===== config.mk =====
export PLATFORM = sky130hd
export DESIGN_NAME = ptp_slave_offset_delay_engine_core
export DESIGN_NICKNAME = d
export VERILOG_FILES = /design/src/design/ptpsod_pkg.sv /design/src/design/ptpsod_fifo.sv /design/src/design/ptpsod_front.sv /design/src/design/ptpsod_back.sv /design/src/design/ptp_slave_offset_delay_engine_core.sv
export SDC_FILE = /design/constraint.sdc
export NUM_CORES = 2
export LEC_CHECK = 0
export BUFFER_PORTS_ARGS = -buffer_cell sky130_fd_sc_hd__buf_4
export CAP_MARGIN = 20
export CORE_ASPECT_RATIO = 1.75
export CORE_MARGIN = 2
export CORE_UTILIZATION = 35
export CTS_CLUSTER_SIZE = 28
export DETAILED_ROUTE_END_ITERATION = 6
export GPL_ROUTABILITY_DRIVEN = 0
export REMOVE_ABC_BUFFERS = 1
export SLEW_MARGIN = 20
export SYNTH_ARGS = -nofsm -noshare
export SYNTH_HDL_FRONTEND = slang
export SYNTH_SLANG_ARGS = --single-unit

===== constraint.sdc =====
create_clock -name i_clk -period 20.8 [get_ports i_clk]
set_clock_uncertainty 0.05 [all_clocks]
set_input_delay 4.16 -clock i_clk [delete_from_list [all_inputs] [get_ports i_clk]]
set_output_delay 4.16 -clock i_clk [all_outputs]
set_load 0.01 [all_outputs]

===== src/design/ptpsod_pkg.sv =====
// shared types, codes and constants of the ptp slave offset/delay engine
// no dependencies
`timescale 1ns / 1ps
`default_nettype none

package ptpsod_pkg;

    localparam int TICK_MS_DEF = 10;
    localparam int QUEUE_DEPTH = 2;
    localparam int TIMER_MAX   = 127;

    localparam logic [29:0] NS_PER_SEC = 30'd1000000000;
    localparam logic [3:0]  CFG_RESET  = 4'hD;

    localparam logic [1:0] MODE_TICK           = 2'd0;
    localparam logic [1:0] MODE_SYNC           = 2'd1;
    localparam logic [1:0] MODE_PRECISE_ORIGIN = 2'd2;
    localparam logic [1:0] MODE_DELAY_REPLY    = 2'd3;

    localparam logic [1:0] ST_LISTENING    = 2'd0;
    localparam logic [1:0] ST_UNCALIBRATED = 2'd1;
    localparam logic [1:0] ST_SLAVE        = 2'd2;

    typedef struct packed {
        logic [1:0]  mode;
        logic [63:0] local_ns;
        logic [63:0] stamp_ns;
    } t_event;

    typedef struct packed {
        logic [1:0]  port_state;
        logic        send_delay_req;
        logic [15:0] request_sequence;
        logic        measurement_valid;
        logic [63:0] offset;
        logic [63:0] mean_delay;
        logic [31:0] sync_total;
        logic [31:0] request_total;
    } t_result;

    function automatic logic [6:0] sat_reload(input int r);
        logic [6:0] v;
        v = (r > TIMER_MAX) ? 7'(TIMER_MAX) : 7'(r);
        return v;
    endfunction

endpackage

`default_nettype wire


===== src/design/ptpsod_fifo.sv =====
// small register queue used between front and back and for results
// no package dependency
`timescale 1ns / 1ps
`default_nettype none

module ptpsod_fifo #(
    parameter int WIDTH = 1,
    parameter int DEPTH = 2
) (
    input  wire logic             i_clk,
    input  wire logic             i_rst_n,
    input  wire logic             i_push,
    input  wire logic [WIDTH-1:0] i_data,
    output logic                  o_full,
    input  wire logic             i_pop,
    output logic [WIDTH-1:0]      o_data,
    output logic                  o_empty
);

    localparam int PW = (DEPTH > 1) ? $clog2(DEPTH) : 1;
    localparam int CW = $clog2(DEPTH + 1);

    logic [WIDTH-1:0] r_mem [DEPTH];
    logic [PW-1:0]    r_wr, n_wr, r_rd, n_rd;
    logic [CW-1:0]    r_count, n_count;
    logic             w_push, w_pop;

    assign o_full  = (r_count == CW'(DEPTH));
    assign o_empty = (r_count == '0);
    assign o_data  = r_mem[r_rd];
    assign w_push  = i_push && !o_full;
    assign w_pop   = i_pop && !o_empty;

    always_comb begin
        n_wr    = r_wr;
        n_rd    = r_rd;
        n_count = r_count;
        if (w_push) begin
            n_wr = (r_wr == PW'(DEPTH - 1)) ? '0 : PW'(r_wr + 1'b1);
        end
        if (w_pop) begin
            n_rd = (r_rd == PW'(DEPTH - 1)) ? '0 : PW'(r_rd + 1'b1);
        end
        if (w_push && !w_pop) begin
            n_count = CW'(r_count + 1'b1);
        end else if (w_pop && !w_push) begin
            n_count = CW'(r_count - 1'b1);
        end
    end

    always_ff @(posedge i_clk) begin
        if (!i_rst_n) begin
            r_wr    <= '0;
            r_rd    <= '0;
            r_count <= '0;
        end else begin
            r_wr    <= n_wr;
            r_rd    <= n_rd;
            r_count <= n_count;
        end
    end

    always_ff @(posedge i_clk) begin
        if (w_push) begin
            r_mem[r_wr] <= i_data;
        end
    end

endmodule

`default_nettype wire


===== src/design/ptpsod_front.sv =====
// front end: accepts events, converts the master stamp to nanoseconds
// depends on ptpsod_pkg
`timescale 1ns / 1ps
`default_nettype none

module ptpsod_front (
    input  wire logic        i_clk,
    input  wire logic        i_rst_n,
    input  wire logic        i_push,
    output logic             o_full,
    input  wire logic [1:0]  i_mode,
    input  wire logic [63:0] i_local_time_ns,
    input  wire logic [31:0] i_stamp_seconds,
    input  wire logic [29:0] i_stamp_nanoseconds,
    output logic             o_ev_push,
    output ptpsod_pkg::t_event o_ev,
    input  wire logic        i_ev_full
);

    logic        r_v1, r_v2;
    logic [1:0]  r1_mode, r2_mode;
    logic [63:0] r1_local, r2_local;
    logic [31:0] r1_sec;
    logic [29:0] r1_nsec, r2_nsec;
    logic [61:0] r2_prod;
    logic        w_adv1, w_adv2, w_take;

    assign w_adv2 = r_v2 && !i_ev_full;
    assign w_adv1 = r_v1 && (!r_v2 || w_adv2);
    assign o_full = r_v1 && !w_adv1;
    assign w_take = i_push && !o_full;

    assign o_ev_push      = r_v2;
    assign o_ev.mode      = r2_mode;
    assign o_ev.local_ns  = r2_local;
    assign o_ev.stamp_ns  = 64'(r2_prod) + 64'(r2_nsec);

    always_ff @(posedge i_clk) begin
        if (!i_rst_n) begin
            r_v1 <= 1'b0;
            r_v2 <= 1'b0;
        end else begin
            if (w_take) begin
                r_v1 <= 1'b1;
            end else if (w_adv1) begin
                r_v1 <= 1'b0;
            end
            if (w_adv1) begin
                r_v2 <= 1'b1;
            end else if (w_adv2) begin
                r_v2 <= 1'b0;
            end
        end
    end

    always_ff @(posedge i_clk) begin
        if (w_take) begin
            r1_mode  <= i_mode;
            r1_local <= i_local_time_ns;
            r1_sec   <= i_stamp_seconds;
            r1_nsec  <= i_stamp_nanoseconds;
        end
        if (w_adv1) begin
            r2_mode  <= r1_mode;
            r2_local <= r1_local;
            r2_nsec  <= r1_nsec;
            r2_prod  <= 62'(r1_sec) * 62'(ptpsod_pkg::NS_PER_SEC);
        end
    end

endmodule

`default_nettype wire


===== src/design/ptpsod_back.sv =====
// back end: port state, delay request timer and offset/delay measurement
// depends on ptpsod_pkg
`timescale 1ns / 1ps
`default_nettype none

module ptpsod_back #(
    parameter int TICK_MS = ptpsod_pkg::TICK_MS_DEF
) (
    input  wire logic        i_clk,
    input  wire logic        i_rst_n,
    input  wire logic        i_cfg_we,
    input  wire logic [3:0]  i_cfg_wdata,
    input  wire ptpsod_pkg::t_event i_ev,
    input  wire logic        i_ev_empty,
    output logic             o_ev_pop,
    output logic             o_res_push,
    output ptpsod_pkg::t_result o_res,
    input  wire logic        i_res_full
);

    localparam logic [1:0] PH_IDLE = 2'd0;
    localparam logic [1:0] PH_SUM  = 2'd1;
    localparam logic [1:0] PH_OFS  = 2'd2;

    localparam logic [6:0] RELOAD_TAB [0:8] = '{
        ptpsod_pkg::sat_reload((1000 >> 0) / TICK_MS),
        ptpsod_pkg::sat_reload((1000 >> 1) / TICK_MS),
        ptpsod_pkg::sat_reload((1000 >> 2) / TICK_MS),
        ptpsod_pkg::sat_reload((1000 >> 3) / TICK_MS),
        ptpsod_pkg::sat_reload((1000 >> 4) / TICK_MS),
        ptpsod_pkg::sat_reload((1000 >> 5) / TICK_MS),
        ptpsod_pkg::sat_reload((1000 >> 6) / TICK_MS),
        ptpsod_pkg::sat_reload((1000 >> 7) / TICK_MS),
        ptpsod_pkg::sat_reload((1000 >> 8) / TICK_MS)
    };

    logic [1:0]  r_phase, n_phase;
    logic [3:0]  r_cfg;
    logic [1:0]  r_state, n_state;
    logic [6:0]  r_timer, n_timer;
    logic [15:0] r_seq, n_seq;
    logic [63:0] r_t1, n_t1, r_t2, n_t2, r_t3, n_t3;
    logic [63:0] r_offset, n_offset, r_mean, n_mean;
    logic [31:0] r_syncs, n_syncs, r_reqs, n_reqs;
    logic [63:0] r_fwd, r_rev, r_half;
    logic [63:0] w_sum;
    logic [3:0]  w_shift;
    logic        w_send;
    logic [15:0] w_seq;
    logic        w_valid;
    logic        w_load_diff;

    assign w_shift = r_cfg[3] ? 4'(5'd16 - {1'b0, r_cfg}) : 4'd0;
    assign w_sum   = r_fwd + r_rev;

    always_comb begin
        n_phase     = r_phase;
        n_state     = r_state;
        n_timer     = r_timer;
        n_seq       = r_seq;
        n_t1        = r_t1;
        n_t2        = r_t2;
        n_t3        = r_t3;
        n_offset    = r_offset;
        n_mean      = r_mean;
        n_syncs     = r_syncs;
        n_reqs      = r_reqs;
        o_ev_pop    = 1'b0;
        o_res_push  = 1'b0;
        w_send      = 1'b0;
        w_seq       = '0;
        w_valid     = 1'b0;
        w_load_diff = 1'b0;
        unique case (r_phase)
            PH_IDLE: begin
                if (!i_ev_empty) begin
                    if (i_ev.mode == ptpsod_pkg::MODE_DELAY_REPLY) begin
                        o_ev_pop    = 1'b1;
                        w_load_diff = 1'b1;
                        n_phase     = PH_SUM;
                    end else if (!i_res_full) begin
                        o_ev_pop   = 1'b1;
                        o_res_push = 1'b1;
                        unique case (i_ev.mode)
                            ptpsod_pkg::MODE_TICK: begin
                                if (r_state != ptpsod_pkg::ST_LISTENING) begin
                                    if (r_timer != '0) begin
                                        n_timer = 7'(r_timer - 1'b1);
                                    end else begin
                                        w_send  = 1'b1;
                                        w_seq   = r_seq;
                                        n_seq   = 16'(r_seq + 1'b1);
                                        n_t3    = i_ev.local_ns;
                                        n_reqs  = 32'(r_reqs + 1'b1);
                                        n_timer = RELOAD_TAB[w_shift];
                                    end
                                end
                            end
                            ptpsod_pkg::MODE_SYNC: begin
                                n_t2    = i_ev.local_ns;
                                n_syncs = 32'(r_syncs + 1'b1);
                                if (r_state == ptpsod_pkg::ST_LISTENING) begin
                                    n_state = ptpsod_pkg::ST_UNCALIBRATED;
                                end
                            end
                            default: begin
                                n_t1 = i_ev.stamp_ns;
                            end
                        endcase
                    end
                end
            end
            PH_SUM: begin
                n_phase = PH_OFS;
            end
            PH_OFS: begin
                if (!i_res_full) begin
                    o_res_push = 1'b1;
                    w_valid    = 1'b1;
                    n_mean     = r_half;
                    n_offset   = r_fwd - r_half;
                    n_phase    = PH_IDLE;
                    if (r_state == ptpsod_pkg::ST_UNCALIBRATED) begin
                        n_state = ptpsod_pkg::ST_SLAVE;
                    end
                end
            end
            default: begin
                n_phase = PH_IDLE;
            end
        endcase
    end

    assign o_res.port_state        = n_state;
    assign o_res.send_delay_req    = w_send;
    assign o_res.request_sequence  = w_seq;
    assign o_res.measurement_valid = w_valid;
    assign o_res.offset            = n_offset;
    assign o_res.mean_delay        = n_mean;
    assign o_res.sync_total        = n_syncs;
    assign o_res.request_total     = n_reqs;

    always_ff @(posedge i_clk) begin
        if (!i_rst_n) begin
            r_phase  <= PH_IDLE;
            r_cfg    <= ptpsod_pkg::CFG_RESET;
            r_state  <= ptpsod_pkg::ST_LISTENING;
            r_timer  <= '0;
            r_seq    <= '0;
            r_t1     <= '0;
            r_t2     <= '0;
            r_t3     <= '0;
            r_offset <= '0;
            r_mean   <= '0;
            r_syncs  <= '0;
            r_reqs   <= '0;
        end else begin
            r_phase  <= n_phase;
            r_state  <= n_state;
            r_timer  <= n_timer;
            r_seq    <= n_seq;
            r_t1     <= n_t1;
            r_t2     <= n_t2;
            r_t3     <= n_t3;
            r_offset <= n_offset;
            r_mean   <= n_mean;
            r_syncs  <= n_syncs;
            r_reqs   <= n_reqs;
            if (i_cfg_we) begin
                r_cfg <= i_cfg_wdata;
            end
        end
    end

    // half toward zero: add one to negative sums before the arithmetic shift
    always_ff @(posedge i_clk) begin
        if (w_load_diff) begin
            r_fwd <= r_t2 - r_t1;
            r_rev <= i_ev.stamp_ns - r_t3;
        end
        if (r_phase == PH_SUM) begin
            r_half <= 64'($signed(w_sum + 64'(w_sum[63])) >>> 1);
        end
    end

endmodule

`default_nettype wire


===== src/design/ptp_slave_offset_delay_engine_core.sv =====
// ptp slave offset and delay engine, top level
// depends on ptpsod_pkg, ptpsod_fifo, ptpsod_front, ptpsod_back
//
// events (tick, sync, follow-up, delay response) enter through push/full; a
// word is taken at a clock edge with push high and full low. every event gives
// exactly one result word, read through empty/pop in event order.
// the front registers the event and forms the master stamp as
// seconds*1e9+ns (one 32x30 multiply, registered before the add), then
// hands it to a two-word queue. the back executes tick, sync and follow-up
// in its idle phase and a delay response in the phases difference, halved
// sum and offset. throughput: one event per cycle while the result queue
// has space; the back takes no new event while a delay response is in progress.
// the delay request interval register is written with i_cfg_we, taking
// effect on the next timer reload.
// reset clears port state, timer, sequence, timestamps, measurements,
// counters and both queues; the interval register returns to -3.
// a stalled receiver fills the result queue, then the event queue, then
// the front stages, after which full stays high until pop frees space.
`timescale 1ns / 1ps
`default_nettype none

module ptp_slave_offset_delay_engine_core #(
    parameter int TICK_MS = ptpsod_pkg::TICK_MS_DEF
) (
    input  wire logic        i_clk,
    input  wire logic        i_rst_n,
    input  wire logic        i_cfg_we,
    input  wire logic [3:0]  i_cfg_wdata,
    input  wire logic        push,
    output logic             full,
    input  wire logic [1:0]  i_mode,
    input  wire logic [63:0] i_local_time_ns,
    input  wire logic [31:0] i_stamp_seconds,
    input  wire logic [29:0] i_stamp_nanoseconds,
    output logic             empty,
    input  wire logic        pop,
    output logic [1:0]       o_port_state,
    output logic             o_send_delay_req,
    output logic [15:0]      o_request_sequence,
    output logic             o_measurement_valid,
    output logic signed [63:0] o_offset,
    output logic signed [63:0] o_mean_delay,
    output logic [31:0]      o_sync_total,
    output logic [31:0]      o_request_total
);

    localparam int EV_W  = $bits(ptpsod_pkg::t_event);
    localparam int RES_W = $bits(ptpsod_pkg::t_result);

    ptpsod_pkg::t_event  w_front_ev, w_back_ev;
    ptpsod_pkg::t_result w_back_res, w_out_res;
    logic                w_front_push, w_ev_full, w_ev_empty, w_ev_pop;
    logic                w_res_push, w_res_full;

    ptpsod_front u_front (
        .i_clk              (i_clk),
        .i_rst_n            (i_rst_n),
        .i_push             (push),
        .o_full             (full),
        .i_mode             (i_mode),
        .i_local_time_ns    (i_local_time_ns),
        .i_stamp_seconds    (i_stamp_seconds),
        .i_stamp_nanoseconds(i_stamp_nanoseconds),
        .o_ev_push          (w_front_push),
        .o_ev               (w_front_ev),
        .i_ev_full          (w_ev_full)
    );

    ptpsod_fifo #(
        .WIDTH(EV_W),
        .DEPTH(ptpsod_pkg::QUEUE_DEPTH)
    ) u_ev_queue (
        .i_clk  (i_clk),
        .i_rst_n(i_rst_n),
        .i_push (w_front_push),
        .i_data (w_front_ev),
        .o_full (w_ev_full),
        .i_pop  (w_ev_pop),
        .o_data (w_back_ev),
        .o_empty(w_ev_empty)
    );

    ptpsod_back #(
        .TICK_MS(TICK_MS)
    ) u_back (
        .i_clk      (i_clk),
        .i_rst_n    (i_rst_n),
        .i_cfg_we   (i_cfg_we),
        .i_cfg_wdata(i_cfg_wdata),
        .i_ev       (w_back_ev),
        .i_ev_empty (w_ev_empty),
        .o_ev_pop   (w_ev_pop),
        .o_res_push (w_res_push),
        .o_res      (w_back_res),
        .i_res_full (w_res_full)
    );

    ptpsod_fifo #(
        .WIDTH(RES_W),
        .DEPTH(ptpsod_pkg::QUEUE_DEPTH)
    ) u_res_queue (
        .i_clk  (i_clk),
        .i_rst_n(i_rst_n),
        .i_push (w_res_push),
        .i_data (w_back_res),
        .o_full (w_res_full),
        .i_pop  (pop),
        .o_data (w_out_res),
        .o_empty(empty)
    );

    assign o_port_state        = w_out_res.port_state;
    assign o_send_delay_req    = w_out_res.send_delay_req;
    assign o_request_sequence  = w_out_res.request_sequence;
    assign o_measurement_valid = w_out_res.measurement_valid;
    assign o_offset            = $signed(w_out_res.offset);
    assign o_mean_delay        = $signed(w_out_res.mean_delay);
    assign o_sync_total        = w_out_res.sync_total;
    assign o_request_total     = w_out_res.request_total;

endmodule

`default_nettype wire


==> After elaboration in Yosys (flattened, before gate mapping) <==
Memory sizes are Yosys's and may differ from the RTL's. A register that Yosys moved wholly into a read port is not among the register bits.
Cells that the tools add are included.
{ "op_classes": {"multipliers": 1, "n_eq_ne": 10, "magnitude_cmp": 1, "n_bitwise": 6, "n_mux": 77, "add_sub_neg": 19, "reduce_logical": 40} }
{ "op_table": {"columns": ["op", "n"], "rows": [
  ["$mux W32", 12],
  ["$mux W64", 4],
  ["$sub A64 B64 Y64", 3],
  ["$mux W16", 7],
  ["$add A32 B1 Y32 const B", 2],
  ["$add A64 B1 Y64", 1],
  ["$add A64 B64 Y64", 1],
  ["$add A62 B30 Y63", 1],
  ["$mul A32 B21 Y53 const B", 1],
  ["$mux W1", 33],
  ["$mux W2", 14],
  ["$mux W7", 3],
  ["$add A16 B1 Y16 const B", 1],
  ["$logic_and A1 B1 Y1", 11],
  ["$logic_not A1 Y1", 11],
  ["$logic_not A2 Y1", 5],
  ["$reduce_and A5 Y1", 2],
  ["$reduce_bool A2 Y1", 5],
  ["$eq A2 B2 Y1 const B", 4],
  ["$reduce_and A7 Y1", 1],
  ["$reduce_bool A7 Y1", 1],
  ["$sub A7 B1 Y7 const B", 1],
  ["$eq A2 B1 Y1 const B", 3],
  ["$pmux W2 S3", 1],
  ["16 further kinds", 26]
]} }
{ "word_totals": {"romBits": 112, "n_memories": 3, "word_cells": 188, "reg_bits": 893, "ramBits": 682, "input_bits": 137, "out_inout_bits": 214} }
{ "mem_list": {"columns": ["name", "words", "width", "rd", "rd_ports_with_merged_regs", "wr", "line_no", "rtl"], "rows": [
  ["u_res_queue.r_mem", 2, 212, 1, 1, 1, "ptpsod_fifo.sv:23", "logic [WIDTH-1:0] r_mem [DEPTH];"],
  ["u_ev_queue.r_mem", 2, 129, 1, 1, 1, "ptpsod_fifo.sv:23", null],
  ["(name not given)", 16, 7, 1, 0, 0, "ptpsod_back.sv:95", "n_timer = RELOAD_TAB[w_shift];"]
]} }

==> Logic depth before layout (Yosys ltp) <==
{ "depth": {"depth_word": 10, "depth_mapped": 26} }

==> Modules after synthesis <==
A second synthesis with hierarchy kept.
{ "hier_totals": {"hier_cells": 7786, "area_unflattened_um2": 88295.9} }
{ "by_module_without_submodules": {"columns": ["module", "seq_area_each_um2", "area_each_um2", "n_inst", "cells_per_inst"], "rows": [
  ["ptpsod_back", 14043.5, 38485.7, 1, 4707],
  ["ptpsod_front", 8358.0, 23792.8, 1, 1965],
  ["ptpsod_fifo (u_res_queue)", 12832.3, 16377.0, 1, 685],
  ["ptpsod_fifo (u_ev_queue)", 7907.6, 9640.5, 1, 429]
]} }

==> Worst setup path before layout <==
Ideal clock, no wire load.
{ "synth_timing": {"path_type": "reg2reg", "startpoint": "register with a tool-made name", "endpoint": "register u_ev_queue.r_count[1]", "arrival_time_ns": 14.986, "slack_ns": 5.688, "stages_incl_launch_ff": 9, "path_cell_list": "dfxtp_1 clkbuf_1 a31oi_1 nor4_1 nor2_1 ha_1 xor2_1 or3_1 a21boi_0"} }
{ "synth_rtl": {"columns": ["item", "line_no", "rtl"], "rows": [
  ["end signal, assigned", "ptpsod_fifo.sv:59", "r_count <= n_count;"],
  ["end, declared", "ptpsod_fifo.sv:25", "logic [CW-1:0] r_count, n_count;"]
]} }

==> results.tsv <==
stage	metric	value	unit
logic_synthesis	Seq cells post-synth	1576	
layout	area grow syn2layout	13.28	%
logic_synthesis	Yosys top cell area share	39.83	%
logic_synthesis	Gate Count Post-Synth	7441	
logic_synthesis	largest area contributor in the netlist	edfxtp_1	
route	first-pass iteration count of the detailed router	7	
placement	placed instance count	10870	
power_and_ir_drop	Clk pwr share	16.9	%
die	chip width	380.3	um
logic_synthesis	Primary FF master, synth	edfxtp_1	
route	Routed Antenna Nets	0	
die	Rows	241	
sta	Tmin final	7.885	ns
clock_tree	CTS sink cnt	1576	
die	I/O pins	351	
power_and_ir_drop	internal power of the cells	0.01017	W
logic_synthesis	YS warnings	0	
layout	nets	8757	
clock_tree	clock-pin transition on the worst setup and hold timing paths	0.06	ns
setup_path	Startpoint Class	flip-flop	
grt	first-pass GRT wire length	324300	um
logic_synthesis	Synth async-reset ratio	0	%
layout	fin cells	11160	
hold_path	min-delay worst type	reg -> reg	
power_and_ir_drop	switching share of power	40.92	%
logic_synthesis	Post-Syn Area	86710	sq um
clock_tree	CTS tree	done	
sta	Final setup violation count	0	
power_and_ir_drop	Worst VDD drop	0.2617	mV
sta	hold slack	0.3455	ns
die	core box area	246400	sq um
outcome	status	finished, violations left	
job	maxcap violations	0	
setup_path	CP endpoint kind	output pin	
route	drt wl/cell	18.78	um
grt	grt total ovfl	0	
power_and_ir_drop	Psw	0.007045	W
route	Initial DRC Count	2517	
clock_tree	clock root buffer	clkbuf_16	
sta	max-slew violations	0	
sta	slew at the pin with the worst max-slew slack	1.142	ns
power_and_ir_drop	pwr/cell area	175.3	nW/um^2
logic_synthesis	Synth cell types	99	
route	vias per inst	4.988	
die	Die Ht	662.4	um
setup_path	CP arrival	3.67	ns
logic_synthesis	top post-synthesis cells by area	edfxtp_1 40%, dfxtp_1 9.8%, ha_1 7.9%	
power_and_ir_drop	Lkg Pwr	40.08	nW
placement	post-DP HPWL	162900	um
sta	unrepaired setup endpoints after global routing	no	
route	drt total wl	209500	um
sta	Worst slew margin	23.08	%
grt	largest net degree at the start of global routing	159	
clock_tree	hold_buf cts	0	
route	DRC errors left	7	
grt	via count of the first global-routing pass	58030	
die	starting density of the core	35.20	%
setup_path	CP cell instances	buf_4 > buf_4 > mux2_2 > buf_4	
logic_synthesis	syn_area_per_cell	11.65	sq um
sta	Fin Setup TNS	0	ns
setup_path	crit-path max FO	59	
grt	number of antenna violations at the first check in global routing	7	
placement	port bufs	350	
layout	final core utilization	39.87	%
sta	final worst-path cycle share	37.91	%
route	DR vias	55650	
setup_path	Crit Path Class	reg -> out	
sta	final hold violation count	0	
outcome	failing checks	design-rule violations	
grt	GRT Total Usage	16.32	%
die	die area	251900	sq um
clock_tree	Num CTS Buffers	159	
clock_tree	Worst-Skew Late Latency	0.83	ns
clock_tree	CTS HTree Levels	4	
layout	share of cells above drive strength 1	12.50	%
clock_tree	clk buf depth	4	
clock_tree	Post-CTS Setup Bufs	0	
power_and_ir_drop	Reg power frac	26.9	%
setup_path	CP most frequent cell	buf_4	
power_and_ir_drop	combinational power share	56.2	%
sta	Max Fclk	0.1268	GHz
logic_synthesis	Seq/Total Area, Yosys	49.66	%
setup_path	Critical Path Max Stage Delay	0.74	ns
logic_synthesis	number of synthesized flops with an enable pin	1150	
clock_tree	# resized after CTS	0	
setup_path	slowest CP cell	buf_4	
setup_path	CP required	16.59	ns
==> power by group through the flow <==
| stage | sequential, W | clock, W | combinational (W) |
|---|---|---|---|
| 3_3_place_gp | 0.00469 | 0 | 0.00945 |
| 3_5_place_dp | 0.00470 | 0 | 0.00965 |
| 2_1_floorplan | 0.00480 | 0 | 0.00718 |
| 4_1_cts | 0.00463 | 0.00302 | 0.00970 |
| 5_1_grt | 0.00468 | 0.00312 | 0.0108 |
| 6_report | 0.00463 | 0.00291 | 0.00968 |
==> state kept, by name, summed over array words and instances (netlist names), 53 cells and up, named ones only <==
register           flops
u_back.r_fwd          64
u_back.r_half         63
u_back.r_mean         64
u_back.r_offset       64
u_back.r_rev          64
u_back.r_t1           63
u_back.r_t2           64
u_back.r_t3           64
u_ev_queue.r_mem     258
u_front.r1_local      64
u_front.r2_local      64
u_front.r2_prod       53
u_res_queue.r_mem    424
==> cell usage after synthesis (all sizes together) (38+ instances only) <==
library cell     n
a21o           227
a21oi          330
a31oi           38
and2           264
and3            72
clkbuf         210
dfxtp          426
edfxtp        1150
fa             317
ha             549
inv            733
mux2           280
mux2i          137
nand2          572
nand2b          51
nand3          148
nand4           87
nor2           278
nor2b          110
nor3            77
o211a          138
o21a            47
o21ai          293
xnor2          294
xor2           153
==> cells in the final DEF, fill, tap and decap left out, types with 138 or more instances in the layout <==
master / netlist / final
mux2_2: 280 / 280
nand2_1: 571 / 571
ha_1: 549 / 549
a21o_1: 227 / 227
and2_1: 263 / 262
o211a_1: 138 / 138
fa_1: 317 / 317
xor2_1: 153 / 153
nor2_1: 278 / 275
xnor2_1: 294 / 294
nand3_1: 146 / 146
o21ai_0: 288 / 288
a21oi_1: 328 / 327
dfxtp_1: 426 / 424
inv_1: 733 / 732
buf_4: 2 / 393
edfxtp_1: 1150 / 1150
clkbuf_16: 0 / 165
==> routing by layer <==
layer,global-route usage [%],vias to the layer above,wire length [um]
li1,-,27030,-
met4,8.292,2,11380
met1,17.89,26910,81550
met2,30.68,1195,109900
met3,1.923,501,6708
met5,0,-,16
==> path summary, 6_finish.rpt <==
kind | from | to | cells after the start | slack [ns]
min reg2reg | u_front.r1_local[62]$_DFFE_PP_ | u_front.r2_local[62]$_DFFE_PP_ | 0 | 0.35
min | u_front.r1_local[62]$_DFFE_PP_ | u_front.r2_local[62]$_DFFE_PP_ | 0 | 0.35
max | flip-flop | o_offset[59] | 4 | 12.92
max reg2reg | u_front.r1_sec[8]$_DFFE_PP_ | u_front.r2_prod[61]$_DFFE_PP_ | 24 | 13.24
==> metrics by stage <==
step                total power [W]  cell area, sq um  setup WS (ns)
floorplan                   0.01198             85770          1.690
CTS                         0.01736             98220          12.72
global route                0.01862             98220          12.65
detailed placement          0.01435             92980          13.36
global placement            0.01414             92970          13.41
finish                      0.01722             98220          12.92
==> cell type report <==
class                           count  area, sq um
Inverter                          734         2758
Antenna cell                        2        5.005
Timing Repair Buffer              396         3005
Fill cell                       23410       148100
Sequential cell                  1576        43070
Clock buffer                      194         4298
Multi-Input combinational cell   4887        40040
Tap cell                         3280         4104
Clock inverter                     87        943.4
==> cells by family (layout without fill, tap and decap cells) <==
family,count (synthesis),in the layout,synth area share (%)
adders and majority gates,866,866,15.24
and+or+nand+nor,1786,1786,10.39
AOI/OAI and AO/OA,1371,1371,10.71
muxes,417,417,5.218
xor gates and xnor gates,447,447,4.515
DFF,1576,1576,49.66
buffers and inverters,978,1411,4.263
other,0,2,0
==> worst max-delay path: cells and delay by family, from the launching register on <==
kind | cells | cell delay, ns
buffers and inverters | 3 | 1.57
flip-flops | 1 | 0.71
multiplexers | 1 | 0.47
(Power assumes the default switching activity.)
